$ cat config.mk
export PLATFORM = sky130hd
export DESIGN_NAME = seven_segment_scan_driver
export DESIGN_NICKNAME = d
export VERILOG_FILES = /design/src/rtl/dss_pkg.sv /design/src/rtl/seven_segment_scan_driver.sv /design/src/rtl/dss_front.sv /design/src/rtl/dss_queue.sv /design/src/rtl/dss_back.sv
export SDC_FILE = /design/constraint.sdc
export NUM_CORES = 1
export LEC_CHECK = 0
export BUFFER_PORTS_ARGS = -buffer_cell sky130_fd_sc_hd__buf_2
export CORE_MARGIN = 3
export CORE_UTILIZATION = 55
export CTS_CLUSTER_SIZE = 20
export DETAILED_ROUTE_END_ITERATION = 8
export GPL_TIMING_DRIVEN = 0
export PLACE_DENSITY = 0.77
export SYNTH_ARGS = -nofsm -noshare
export SYNTH_HDL_FRONTEND = slang
export SYNTH_SLANG_ARGS = --single-unit
$ cat constraint.sdc
create_clock -name clk -period 8 [get_ports clk]
set_input_delay 0.8 -clock clk [delete_from_list [all_inputs] [get_ports clk]]
set_output_delay 0.8 -clock clk [all_outputs]
set_load 0.05 [all_outputs]
$ cat src/rtl/dss_pkg.sv
`timescale 1ns / 1ps
// ----------------------------------------------------------------------------
// dss_pkg
// Shared types, request codes and segment table for the seven-segment scan
// driver.
// ----------------------------------------------------------------------------
package dss_pkg;

    localparam int FRAME_W = 16;
    localparam int BIT_W   = 4;
    localparam int QPTR_W  = 1;
    localparam int QUEUE_DEPTH = 1 << QPTR_W;
    localparam int VAL_W   = 14;
    localparam int PROD_W  = 30;

    localparam logic [1:0] REQ_SET   = 2'd0;
    localparam logic [1:0] REQ_CLEAR = 2'd1;
    localparam logic [1:0] REQ_INIT  = 2'd2;
    localparam logic [1:0] REQ_TICK  = 2'd3;

    localparam logic [3:0]       BLANK_CODE  = 4'hF;
    localparam logic [VAL_W-1:0] MAX_SHOWN   = 14'd9999;
    localparam logic [15:0]      RECIP_TEN   = 16'hCCCD;
    localparam int               RECIP_SHIFT = 19;
    localparam logic [7:0]       SEG_OFF     = 8'hFF;
    localparam logic [7:0]       SEL_NONE    = 8'h00;

    typedef logic [FRAME_W-1:0] frame_t;

    typedef struct packed {
        logic   push;
        frame_t frame;
    } frame_push_t;

    typedef struct packed {
        logic full;
        logic empty;
    } queue_stat_t;

    // active-low segments, dp g f e d c b a
    function automatic logic [7:0] seg_of(input logic [3:0] code);
        logic [7:0] seg;
        case (code)
            4'd0:    seg = 8'hC0;
            4'd1:    seg = 8'hF9;
            4'd2:    seg = 8'hA4;
            4'd3:    seg = 8'hB0;
            4'd4:    seg = 8'h99;
            4'd5:    seg = 8'h92;
            4'd6:    seg = 8'h82;
            4'd7:    seg = 8'hF8;
            4'd8:    seg = 8'h80;
            4'd9:    seg = 8'h90;
            default: seg = SEG_OFF;
        endcase
        return seg;
    endfunction

endpackage

$ cat src/rtl/seven_segment_scan_driver.sv
`timescale 1ns / 1ps
// ----------------------------------------------------------------------------
// seven_segment_scan_driver
// Four-digit multiplexed seven-segment driver feeding two chained serial
// shift registers: segment byte, then digit-select byte.
// ----------------------------------------------------------------------------
//   channel   handshake             payload
//   in        in_valid / in_ready   req_type, number, show_zeros
//   out       out_valid / out_ready serial_data, latch_after
//
// init and tick items each give 16 output items, one per cycle without stall.
// set number drops in_ready while the splitter makes one decimal digit per
// cycle, one for each of the DIGIT_COUNT digits; clear does not split.
// a two-frame queue lets input items be taken while bits still shift out;
// when it is full in_ready stays low until the back end starts the next frame.
// reset blanks all digits and sets the scan position to zero.
// ----------------------------------------------------------------------------
module seven_segment_scan_driver #(
    parameter int DIGIT_COUNT = 4
) (
    input  logic        clk,
    input  logic        rst_n,
    input  logic        in_valid,
    output logic        in_ready,
    input  logic [1:0]  req_type,
    input  logic [15:0] number,
    input  logic        show_zeros,
    output logic        out_valid,
    input  logic        out_ready,
    output logic        serial_data,
    output logic        latch_after
);

    localparam int POS_W = (DIGIT_COUNT > 1) ? $clog2(DIGIT_COUNT) : 1;

    dss_pkg::frame_push_t push;
    dss_pkg::queue_stat_t stat;
    dss_pkg::frame_t      rd_frame;
    logic                 pop;

    dss_front #(
        .DIGIT_COUNT (DIGIT_COUNT),
        .POS_W       (POS_W)
    ) u_front (
        .clk        (clk),
        .rst_n      (rst_n),
        .in_valid   (in_valid),
        .in_ready   (in_ready),
        .req_type   (req_type),
        .number     (number),
        .show_zeros (show_zeros),
        .stat       (stat),
        .push       (push)
    );

    dss_queue u_queue (
        .clk      (clk),
        .rst_n    (rst_n),
        .push     (push),
        .pop      (pop),
        .rd_frame (rd_frame),
        .stat     (stat)
    );

    dss_back u_back (
        .clk         (clk),
        .rst_n       (rst_n),
        .stat        (stat),
        .rd_frame    (rd_frame),
        .pop         (pop),
        .out_valid   (out_valid),
        .out_ready   (out_ready),
        .serial_data (serial_data),
        .latch_after (latch_after)
    );

endmodule

$ cat src/rtl/dss_front.sv
`timescale 1ns / 1ps
// ----------------------------------------------------------------------------
// dss_front
// Accepts request items, keeps the digit codes and scan position, splits
// numbers into decimal digits and queues display frames.
// ----------------------------------------------------------------------------
module dss_front #(
    parameter int DIGIT_COUNT = 4,
    parameter int POS_W       = 2
) (
    input  logic                 clk,
    input  logic                 rst_n,
    input  logic                 in_valid,
    output logic                 in_ready,
    input  logic [1:0]           req_type,
    input  logic [15:0]          number,
    input  logic                 show_zeros,
    input  dss_pkg::queue_stat_t stat,
    output dss_pkg::frame_push_t push
);

    localparam logic ST_IDLE  = 1'b0;
    localparam logic ST_SPLIT = 1'b1;

    logic                      state_reg, state_next;
    logic [POS_W-1:0]          scan_reg, scan_next;
    logic [POS_W-1:0]          step_reg, step_next;
    logic [dss_pkg::VAL_W-1:0] val_reg, val_next;
    logic                      lz_reg, lz_next;
    logic                      done_reg, done_next;
    logic [3:0]                digit_reg [DIGIT_COUNT];
    logic [3:0]                digit_next [DIGIT_COUNT];

    logic                       accept;
    logic [dss_pkg::PROD_W-1:0] product;
    logic [dss_pkg::VAL_W-1:0]  quot;
    logic [dss_pkg::VAL_W-1:0]  quot_ten;
    logic [dss_pkg::VAL_W-1:0]  rem_full;
    logic [dss_pkg::VAL_W-1:0]  sat_val;
    logic [7:0]                 sel_byte;

    assign in_ready = (state_reg == ST_IDLE) && !stat.full;
    assign accept   = in_valid && in_ready;

    // divide by ten through the reciprocal, one digit per cycle
    assign product  = dss_pkg::PROD_W'(val_reg) * dss_pkg::PROD_W'(dss_pkg::RECIP_TEN);
    assign quot     = dss_pkg::VAL_W'(product >> dss_pkg::RECIP_SHIFT);
    assign quot_ten = (quot << 3) + (quot << 1);
    assign rem_full = val_reg - quot_ten;

    assign sat_val  = (number > 16'(dss_pkg::MAX_SHOWN)) ? dss_pkg::MAX_SHOWN
                                                         : number[dss_pkg::VAL_W-1:0];
    assign sel_byte = 8'b1 << scan_reg;

    always_comb
    begin
        state_next = state_reg;
        scan_next  = scan_reg;
        step_next  = step_reg;
        val_next   = val_reg;
        lz_next    = lz_reg;
        done_next  = done_reg;
        digit_next = digit_reg;
        push       = '0;
        if (state_reg == ST_IDLE)
        begin
            if (accept)
            begin
                case (req_type)
                    dss_pkg::REQ_SET:
                    begin
                        val_next   = sat_val;
                        lz_next    = show_zeros;
                        step_next  = POS_W'(DIGIT_COUNT - 1);
                        done_next  = 1'b0;
                        state_next = ST_SPLIT;
                    end
                    dss_pkg::REQ_CLEAR:
                    begin
                        for (int i = 0; i < DIGIT_COUNT; i++)
                        begin
                            digit_next[i] = dss_pkg::BLANK_CODE;
                        end
                    end
                    dss_pkg::REQ_INIT:
                    begin
                        for (int i = 0; i < DIGIT_COUNT; i++)
                        begin
                            digit_next[i] = dss_pkg::BLANK_CODE;
                        end
                        push.push  = 1'b1;
                        push.frame = {dss_pkg::SEG_OFF, dss_pkg::SEL_NONE};
                    end
                    dss_pkg::REQ_TICK:
                    begin
                        push.push  = 1'b1;
                        push.frame = {dss_pkg::seg_of(digit_reg[scan_reg]), sel_byte};
                        scan_next  = (scan_reg == POS_W'(DIGIT_COUNT - 1)) ? '0
                                                                         : scan_reg + 1'b1;
                    end
                    default:
                    begin
                    end
                endcase
            end
        end
        else
        begin
            digit_next[step_reg] = done_reg ? dss_pkg::BLANK_CODE : rem_full[3:0];
            val_next = quot;
            if (!lz_reg && (quot == '0))
            begin
                done_next = 1'b1;
            end
            if (step_reg == '0)
            begin
                state_next = ST_IDLE;
            end
            else
            begin
                step_next = step_reg - 1'b1;
            end
        end
    end

    always_ff @(posedge clk or negedge rst_n)
    begin
        if (!rst_n)
        begin
            state_reg <= ST_IDLE;
            scan_reg  <= '0;
            for (int i = 0; i < DIGIT_COUNT; i++)
            begin
                digit_reg[i] <= dss_pkg::BLANK_CODE;
            end
        end
        else
        begin
            state_reg <= state_next;
            scan_reg  <= scan_next;
            digit_reg <= digit_next;
        end
    end

    always_ff @(posedge clk)
    begin
        step_reg <= step_next;
        val_reg  <= val_next;
        lz_reg   <= lz_next;
        done_reg <= done_next;
    end

`ifndef SYNTHESIS
    a_split_blocks_input: assert property (@(posedge clk) disable iff (!rst_n)
        (state_reg == ST_SPLIT) |-> !in_ready)
        else $error("input taken while splitting a number");

    a_tick_advances_scan: assert property (@(posedge clk) disable iff (!rst_n)
        (accept && (req_type == dss_pkg::REQ_TICK) && (DIGIT_COUNT > 1))
            |=> (scan_reg != $past(scan_reg)))
        else $error("scan position did not advance on tick");
`endif

endmodule

$ cat src/rtl/dss_queue.sv
`timescale 1ns / 1ps
// ----------------------------------------------------------------------------
// dss_queue
// Two-entry frame queue between the request front and the serial back end.
// ----------------------------------------------------------------------------
module dss_queue (
    input  logic                  clk,
    input  logic                  rst_n,
    input  dss_pkg::frame_push_t  push,
    input  logic                  pop,
    output dss_pkg::frame_t       rd_frame,
    output dss_pkg::queue_stat_t  stat
);

    dss_pkg::frame_t             mem_reg [dss_pkg::QUEUE_DEPTH];
    logic [dss_pkg::QPTR_W-1:0]  wr_ptr_reg, wr_ptr_next;
    logic [dss_pkg::QPTR_W-1:0]  rd_ptr_reg, rd_ptr_next;
    logic [dss_pkg::QPTR_W:0]    count_reg, count_next;

    assign stat.full  = (count_reg == (dss_pkg::QPTR_W + 1)'(dss_pkg::QUEUE_DEPTH));
    assign stat.empty = (count_reg == '0);
    assign rd_frame   = mem_reg[rd_ptr_reg];

    always_comb
    begin
        wr_ptr_next = push.push ? wr_ptr_reg + 1'b1 : wr_ptr_reg;
        rd_ptr_next = pop ? rd_ptr_reg + 1'b1 : rd_ptr_reg;
        count_next  = count_reg + (dss_pkg::QPTR_W + 1)'(push.push)
                                - (dss_pkg::QPTR_W + 1)'(pop);
    end

    always_ff @(posedge clk or negedge rst_n)
    begin
        if (!rst_n)
        begin
            wr_ptr_reg <= '0;
            rd_ptr_reg <= '0;
            count_reg  <= '0;
        end
        else
        begin
            wr_ptr_reg <= wr_ptr_next;
            rd_ptr_reg <= rd_ptr_next;
            count_reg  <= count_next;
        end
    end

    always_ff @(posedge clk)
    begin
        if (push.push)
        begin
            mem_reg[wr_ptr_reg] <= push.frame;
        end
    end

`ifndef SYNTHESIS
    a_no_push_full: assert property (@(posedge clk) disable iff (!rst_n)
        push.push |-> !stat.full)
        else $error("frame pushed into full queue");

    a_no_pop_empty: assert property (@(posedge clk) disable iff (!rst_n)
        pop |-> !stat.empty)
        else $error("frame popped from empty queue");
`endif

endmodule

$ cat src/rtl/dss_back.sv
`timescale 1ns / 1ps
// ----------------------------------------------------------------------------
// dss_back
// Shifts queued frames out one bit per item, MSB first, marking the last bit.
// ----------------------------------------------------------------------------
module dss_back (
    input  logic                 clk,
    input  logic                 rst_n,
    input  dss_pkg::queue_stat_t stat,
    input  dss_pkg::frame_t      rd_frame,
    output logic                 pop,
    output logic                 out_valid,
    input  logic                 out_ready,
    output logic                 serial_data,
    output logic                 latch_after
);

    logic                      busy_reg, busy_next;
    dss_pkg::frame_t           shift_reg, shift_next;
    logic [dss_pkg::BIT_W-1:0] bit_reg, bit_next;

    logic take;
    logic last;

    assign take = busy_reg && out_ready;
    assign last = (bit_reg == dss_pkg::BIT_W'(dss_pkg::FRAME_W - 1));
    assign pop  = !stat.empty && (!busy_reg || (take && last));

    assign out_valid   = busy_reg;
    assign serial_data = shift_reg[dss_pkg::FRAME_W-1];
    assign latch_after = last;

    always_comb
    begin
        busy_next  = busy_reg;
        shift_next = shift_reg;
        bit_next   = bit_reg;
        if (pop)
        begin
            busy_next  = 1'b1;
            shift_next = rd_frame;
            bit_next   = '0;
        end
        else if (take)
        begin
            if (last)
            begin
                busy_next = 1'b0;
            end
            else
            begin
                shift_next = shift_reg << 1;
                bit_next   = bit_reg + 1'b1;
            end
        end
    end

    always_ff @(posedge clk or negedge rst_n)
    begin
        if (!rst_n)
        begin
            busy_reg <= 1'b0;
            bit_reg  <= '0;
        end
        else
        begin
            busy_reg <= busy_next;
            bit_reg  <= bit_next;
        end
    end

    always_ff @(posedge clk)
    begin
        shift_reg <= shift_next;
    end

`ifndef SYNTHESIS
    a_idle_after_last: assert property (@(posedge clk) disable iff (!rst_n)
        (take && last && stat.empty) |=> !out_valid)
        else $error("output still valid after last bit with nothing queued");
`endif

endmodule

==> results by group, run 1 <==
GRT
  – Antenna violations before repair: 0
  – Largest net degree at the start of global routing: 29
  – Overflow after GRT: 0
  – Vias in the first global route: 5419
  – First-pass GRT wire length: 25800 um
  – GRT Resource Usage Total: 0.219

Finish
  – Commonest non-fill, non-tap cell in the layout: ha_1
  – ANT cells: 0
  – Design Area, Final: 0.00819 mm^2
  – Register area: 0.00243 mm^2
  – Share of cells above drive strength 1: 0.121
  – Area delta synth->final: 8.79%
  – Nets: 935
  – Area of the multi-input gates: 0.00462 mm^2
  – Most frequent cells in the layout: ha_1, inv_1, edfxtp_1
  – Fillers: 1035
  – Max reg flops: 24
  – Final design utilization: 0.616

Clock tree
  – CTS tree: yes
  – Worst-skew pair later-pin latency: 0.35 ns
  – CTS Buf Count: 9
  – # Post-CTS Setup Buffers: 0
  – CTS sink cnt: 86
  – Clock-pin slew on the worst setup and hold paths: 0.07 ns
  – CTS Hold Bufs: 0
  – Root Buffer: clkbuf_16
  – Clk buf depth: 2
  – H-tree levels: 3
  – Post-CTS resize count: 0

Worst setup path
  – CP top delay family: adder cells
  – Crit-path max cell delay: 0.52 ns
  – Most used cell, CP: inv_1
  – Critical Path RT: 8.06 ns
  – Reg2reg setup slack: 1.50 ns
  – Critical path type: reg2reg
  – Crit path DAT: 6.56 ns
  – Worst Path Max Fanout: 5
  – Startpoint type of the worst setup path: register
  – WP buf/inv: 7
  – Reg2Reg Depth: 23
  – Crit end category: register
  – Crit-path slowest cell: fa_1
  – CP cell instances: inv_1 > ha_1 > inv_1 > ha_1 > xnor2_1 > inv_1 > fa_1 > inv_1 > fa_1 > inv_1 > fa_1 > inv_1 > fa_1 > inv_1 > ha_1 > nand4_1 > a21o_1 > a2111o_1 > nand3_1 > xor2_1 > or4_1 > nor4_2 > a31o_1
  – R2r startpoint: u_front.val_reg[12]
  – R2r endpoint: u_front.done_reg

Synth
  – Yosys reg bits: 86
  – Syn Inst Count: 696
  – Synth warn: 0
  – Top_reg_cell synth: edfxtp_1
  – Ys async rst share: 0.326
  – Post-Syn Nets: 898
  – Synthesized area per cell: 10.8 um^2
  – Syn Std Cell Area: 0.00753 mm^2
  – Unique masters post-synth: 65
  – Post-synth EDFFs: 55
  – Sequential element share of the synthesized area: 0.323

Hold path
  – Worst Hold Class: in2async

Route
  – Vias per cell: 5.63
  – Final antenna-violating net count: 0
  – Via Count: 5146
  – Drt total wl: 15400 um
  – Residual DRC: 0
  – DR pass1 iterations: 5
  – Initial detailed-routing violation count: 335
  – Wire per inst: 16.9 um

Die
  – Die Height: 123 um
  – Initial core utilization: 0.566
  – Num rows: 42
  – Placeable core area: 0.0133 mm^2
  – I/O Pins: 27
  – Die X: 123 um
  – Die area: 0.0151 mm^2

Timing
  – Final Hold Fails: 0
  – Max Clock Freq: 154 MHz
  – Max_slew headroom: 0.267
  – Tmin final: 6.50 ns
  – Setup TNS: 0 ns
  – Final Max Slew Viols: 0
  – Worst Tran Pin Value: 1.10 ns
  – Final setup violation count: 0
  – Worst hold margin: 0.484 ns
  – RSZ-0062 raised after global routing: false
  – Period utilisation layout: 0.812
  – Clock skew: 0.0111 ns

Placed design
  – Final HPWL DP: 12800 um
  – Gpl congestion: 0.893
  – PortBufs: 26
  – Instance area after placement: 0.00788 mm^2

Flow run
  – Total of max-cap violations: 0

Run status
  – Status: complete, no violations
cell type report:
cell class,instances,area share
tap,176,0.0269
timing repair buffer,26,0.0159
multi-input combinational,484,0.564
inverter,112,0.0513
buffer,14,0.00657
clock buffer,10,0.0292
clock inverter,6,0.00886
sequential,86,0.297
cells in the mapped netlist (2+ instances only):
cell | n | area (um^2)
ha_1 | 128 | 1600
inv_1 | 112 | 420
edfxtp_1 | 55 | 1650
fa_1 | 51 | 1020
nor2_1 | 45 | 169
nand2_1 | 43 | 161
a21oi_1 | 41 | 205
o21ai_0 | 25 | 125
dfstp_2 | 16 | 420
clkbuf_1 | 13 | 48.8
mux2i_1 | 13 | 130
xor2_1 | 13 | 114
dfrtp_1 | 12 | 300
xnor2_1 | 11 | 96.3
and2_1 | 9 | 56.3
mux2_2 | 8 | 90.1
nor2b_1 | 7 | 43.8
nand3_1 | 6 | 30.0
o21a_1 | 6 | 45.0
a211oi_1 | 5 | 37.5
a21o_1 | 5 | 37.5
a22oi_1 | 4 | 30.0
mux4_2 | 4 | 90.1
a22o_1 | 3 | 26.3
and3_1 | 3 | 18.8
dfxtp_1 | 3 | 60.1
nor3_1 | 3 | 15.0
nor4_1 | 3 | 18.8
o21ai_1 | 3 | 15.0
o22a_1 | 3 | 26.3
or2_2 | 3 | 18.8
a2111o_1 | 2 | 22.5
a211oi_2 | 2 | 25.0
nand4_1 | 2 | 12.5
o31ai_1 | 2 | 15.0
o32ai_1 | 2 | 17.5
or3_1 | 2 | 12.5
per-stage QoR:
stage	worst slack, ns	instances
6_report	1.50	914
3_3_place_gp	1.61	898
2_1_floorplan	2.08	696
4_1_cts	1.52	914
3_5_place_dp	1.56	898
5_1_grt	1.18	914
per-layer routing:
metal,global-route usage,part of all wire,up-vias
li1,-,-,2470
met1,0.295,0.44,2531
met2,0.373,0.50,127
met3,0.0339,0.049,18
met4,0.0526,0.011,0
met5,0,0,-
logic make-up (layout without fill, tap and decap cells):
family | Yosys count | after routing | share of synthesized area
AND/OR/NAND/NOR | 134 | 134 | 0.0838
adder cells (fa/ha/maj) | 179 | 179 | 0.348
AO/OA/AOI/OAI | 120 | 120 | 0.107
XOR/XNOR | 26 | 26 | 0.0331
multiplexers | 25 | 25 | 0.0412
buffers and inverters | 126 | 168 | 0.0630
flip-flops | 86 | 86 | 0.323
worst max path at each step:
stage,from,to,slack (ns),cells past startpoint
CTS,u_front.val_reg[12],u_front.done_reg,1.52,23
global route,u_front.val_reg[12],u_front.done_reg,1.18,23
floorplan,u_front.val_reg[12],u_front.done_reg,2.08,23
finish,u_front.val_reg[12],u_front.done_reg,1.50,23
global placement,u_front.val_reg[12],u_front.done_reg,1.61,23
detailed placement,u_front.val_reg[12],u_front.done_reg,1.56,23
worst reg2reg max path: stages, from the launching register on:
cell,delay [ns]
dfxtp_1,0.40
inv_1,0.11
ha_1,0.30
inv_1,0.05
ha_1,0.34
xnor2_1,0.27
inv_1,0.14
fa_1,0.51
inv_1,0.05
fa_1,0.52
inv_1,0.06
fa_1,0.51
inv_1,0.08
fa_1,0.51
inv_1,0.04
ha_1,0.34
nand4_1,0.15
a21o_1,0.22
a2111o_1,0.46
nand3_1,0.11
xor2_1,0.10
or4_1,0.50
nor4_2,0.27
a31o_1,0.19
Power of run 1 is not shown: default switching activity piles up to over one toggle a cycle in this logic, so the estimate is an artifact.
==> inputs of run 2 (changes only) <==
- ABC_AREA: not set -> 1
- PLACE_DENSITY: 0.77 -> 0.8
- clock period: 8 -> 5.55 ns (I/O delays scaled with it)
==> results by group, run 2 <==
Worst setup path
  – Reg2Reg Depth: 29 (+26%)
  – Crit-path max cell delay: 0.57 ns (+0.05 ns)
  – Critical path type: reg2reg
  – Critical Path Sink: u_front.digit_reg[15]
  – R2r endpoint: u_front.digit_reg[15]
  – CP Depth: 29 (+26%)
  – Crit path from: u_front.val_reg[12]
  – Crit path DAT: 5.73 ns (-0.83 ns)
  – WP buf/inv: 8 (+1)
  – Worst Path Max Fanout: 4 (-1)
  – Critical Path RT: 5.83 ns (-2.23 ns)
  – Most used cell, CP: inv_2
  – Crit-path slowest cell: fa_1
  – Startpoint type of the worst setup path: register
  – R2r startpoint: u_front.val_reg[12]
  – Reg2reg setup slack: 0.09 ns (-1.41 ns)
  – Crit end category: register
  – CP top delay family: adder cells

Clock tree
  – Worst-skew pair later-pin latency: 0.35 ns (about the same)
  – CTS Buf Count: 9 (unchanged)
  – CTS tree: yes
  – CTS sink cnt: 86 (unchanged)
  – Clock-pin slew on the worst setup and hold paths: 0.07 ns (about the same)
  – H-tree levels: 3 (unchanged)
  – Root Buffer: clkbuf_16
  – Clk buf depth: 2 (unchanged)

Synth
  – Count leader, synth: nand2_1
  – Post-synth top cells: nand2_1, inv_1, ha_1
  – Synthesized area per cell: 8.45 um^2 (-22%)
  – Share of the synthesized area in the top cell type: 0.202 (-0.0176)
  – Post-Syn Nets: 1170 (+30%)
  – Sequential element share of the synthesized area: 0.297 (-0.0259)
  – Syn Inst Count: 968 (+39%)
  – Yosys reg bits: 86 (unchanged)
  – Syn Std Cell Area: 0.00818 mm^2 (+8.7%)
  – Synth warn: 0 (unchanged)
  – Ys async rst share: 0.326 (unchanged)
  – Post-synth EDFFs: 55 (unchanged)
  – Unique masters post-synth: 39 (-40%)
  – Yosys top cell by area: edfxtp_1
  – Top_reg_cell synth: edfxtp_1
  – Synth top area cells: edfxtp_1, ha_1, fa_1

Die
  – Initial core utilization: 0.576 (+0.0100)
  – Placeable core area: 0.0142 mm^2 (+6.8%)
  – Die area: 0.0164 mm^2 (+8.3%)
  – I/O Pins: 27 (unchanged)
  – Num rows: 43 (+2.4%)
  – Die X: 128 um (+4.1%)
  – Die Height: 128 um (+4.1%)

Timing
  – Final Max Slew Viols: 0 (unchanged)
  – Final Hold Fails: 0 (unchanged)
  – Tmin final: 5.46 ns (-1.04 ns)
  – Worst hold margin: 0.241 ns (-0.243 ns)
  – Period utilisation layout: 0.983 (+0.171)
  – Max Clock Freq: 183 MHz (+19%)
  – Clock skew: 0.00717 ns (-0.00397 ns)
  – Worst Tran Pin Value: 1.03 ns (-0.0649 ns)
  – Setup TNS: 0 ns (unchanged)
  – Max_slew headroom: 0.308 (+0.0407)
  – Final setup violation count: 0 (unchanged)

Flow run
  – Total of max-cap violations: 0 (unchanged)

Finish
  – Fin cells: 1208 (+32%)
  – Design Area, Final: 0.00928 mm^2 (+13%)
  – Commonest non-fill, non-tap cell in the layout: nand2_1
  – Share of cells above drive strength 1: 0.148 (+0.0273)
  – Most frequent cells in the layout: nand2_1, inv_1, ha_1
  – Max reg flops: 24 (unchanged)
  – Area delta synth->final: 13.4%
  – Nets: 1225 (+31%)
  – ANT cells: 0 (unchanged)

GRT
  – GRT Resource Usage Total: 0.242 (+0.0234)
  – Largest net degree at the start of global routing: 29 (unchanged)
  – First-pass GRT wire length: 31700 um (+23%)
  – Vias in the first global route: 6486 (+20%)
  – Antenna violations before repair: 0 (unchanged)
  – Overflow after GRT: 0 (unchanged)

Route
  – Initial detailed-routing violation count: 439 (+31%)
  – DR pass1 iterations: 7 (+2)
  – Residual DRC: 0 (unchanged)
  – Final antenna-violating net count: 0 (unchanged)
  – Drt total wl: 19800 um (+28%)
  – Wire per inst: 16.4 um (-3.0%)
  – Via Count: 6606 (+28%)
  – Vias per cell: 5.47 (-2.9%)

Hold path
  – Worst Hold Class: in2async

Placed design
  – Placed cells: 1174 (+31%)
  – PortBufs: 26 (unchanged)
  – Instance area after placement: 0.00854 mm^2 (+8.4%)
  – Final HPWL DP: 14800 um (+16%)
  – Gpl congestion: 0.972 (+8.9%)

Run status
  – Status: complete, no violations
[run 2: cell types whose count changed in the layout (fill, tap and decap cells not counted), sizes merged, moves of 8 or more]
cell,previous run,this run
nor2,46,100
nand4,3,11
nand3,6,38
nand2,43,197
o21ai,28,43
o31ai,2,11
inv,116,190
a21oi,41,57
buf,27,46
mux2i,13,0
[run 2: what timing repair did]
action                     CTS  global route
setup endpoints to repair   12            13
gates resized for setup     16            48
pin swaps                    3            36
hold buffers                 0             0
setup buffers                7            11
cloned                       0             0
[run 2: final cells by class]
cell class | count | area [um^2]
Sequential cell | 86 | 2440
Fill cell | 1112 | 4930
Clock inverter | 5 | 58.8
Clock buffer | 11 | 243
Inverter | 190 | 713
Tap cell | 180 | 225
Buffer | 8 | 33.8
Multi-Input combinational cell | 684 | 5300
Timing Repair Buffer | 44 | 265
[run 2: cell families (layout without fill, tap and decap cells)]
logic type	after synthesis	after routing	share of synthesized area
AOI/OAI and AO/OA	126	126	0.0876
buffers and inverters	198	258	0.0913
muxes	6	6	0.00826
xor gates and xnor gates	11	11	0.0118
DFF	86	86	0.297
and+or+nand+nor	362	362	0.183
adders and majority gates	179	179	0.320
[run 2: metal layers]
layer,global-route usage,vias to the layer above,wire length (um)
met5,0,-,0
li1,-,3233,-
met3,0.0429,53,1110
met2,0.396,204,9540
met4,0.0724,0,649
met1,0.330,3116,8460
[run 2: how the worst min path moves through the flow]
stage / cells after the start / startpoint / endpoint / slack [ns]
CTS: 1 / rst_n / u_back.out_valid / 0.26
detailed placement: 2 / u_front.digit_reg[13] / u_front.digit_reg[13] / 0.49
global route: 1 / rst_n / u_queue.count_reg[0] / 0.28
floorplan: 0 / rst_n / u_back.bit_reg[0] / 0.26
global placement: 2 / u_back.shift_reg[3] / u_back.shift_reg[4] / 0.49
finish: 1 / rst_n / u_queue.count_reg[0] / 0.24
[run 2: metrics by stage]
step                      setup WS (ns)   util
after floorplan                   0.318      -
after global placement           -0.325  0.601
after detailed placement         -0.477  0.601
after CTS                       0.00141  0.633
after global routing             -0.104  0.653
final                            0.0942  0.653
Power of run 2 is left out for the same reason.
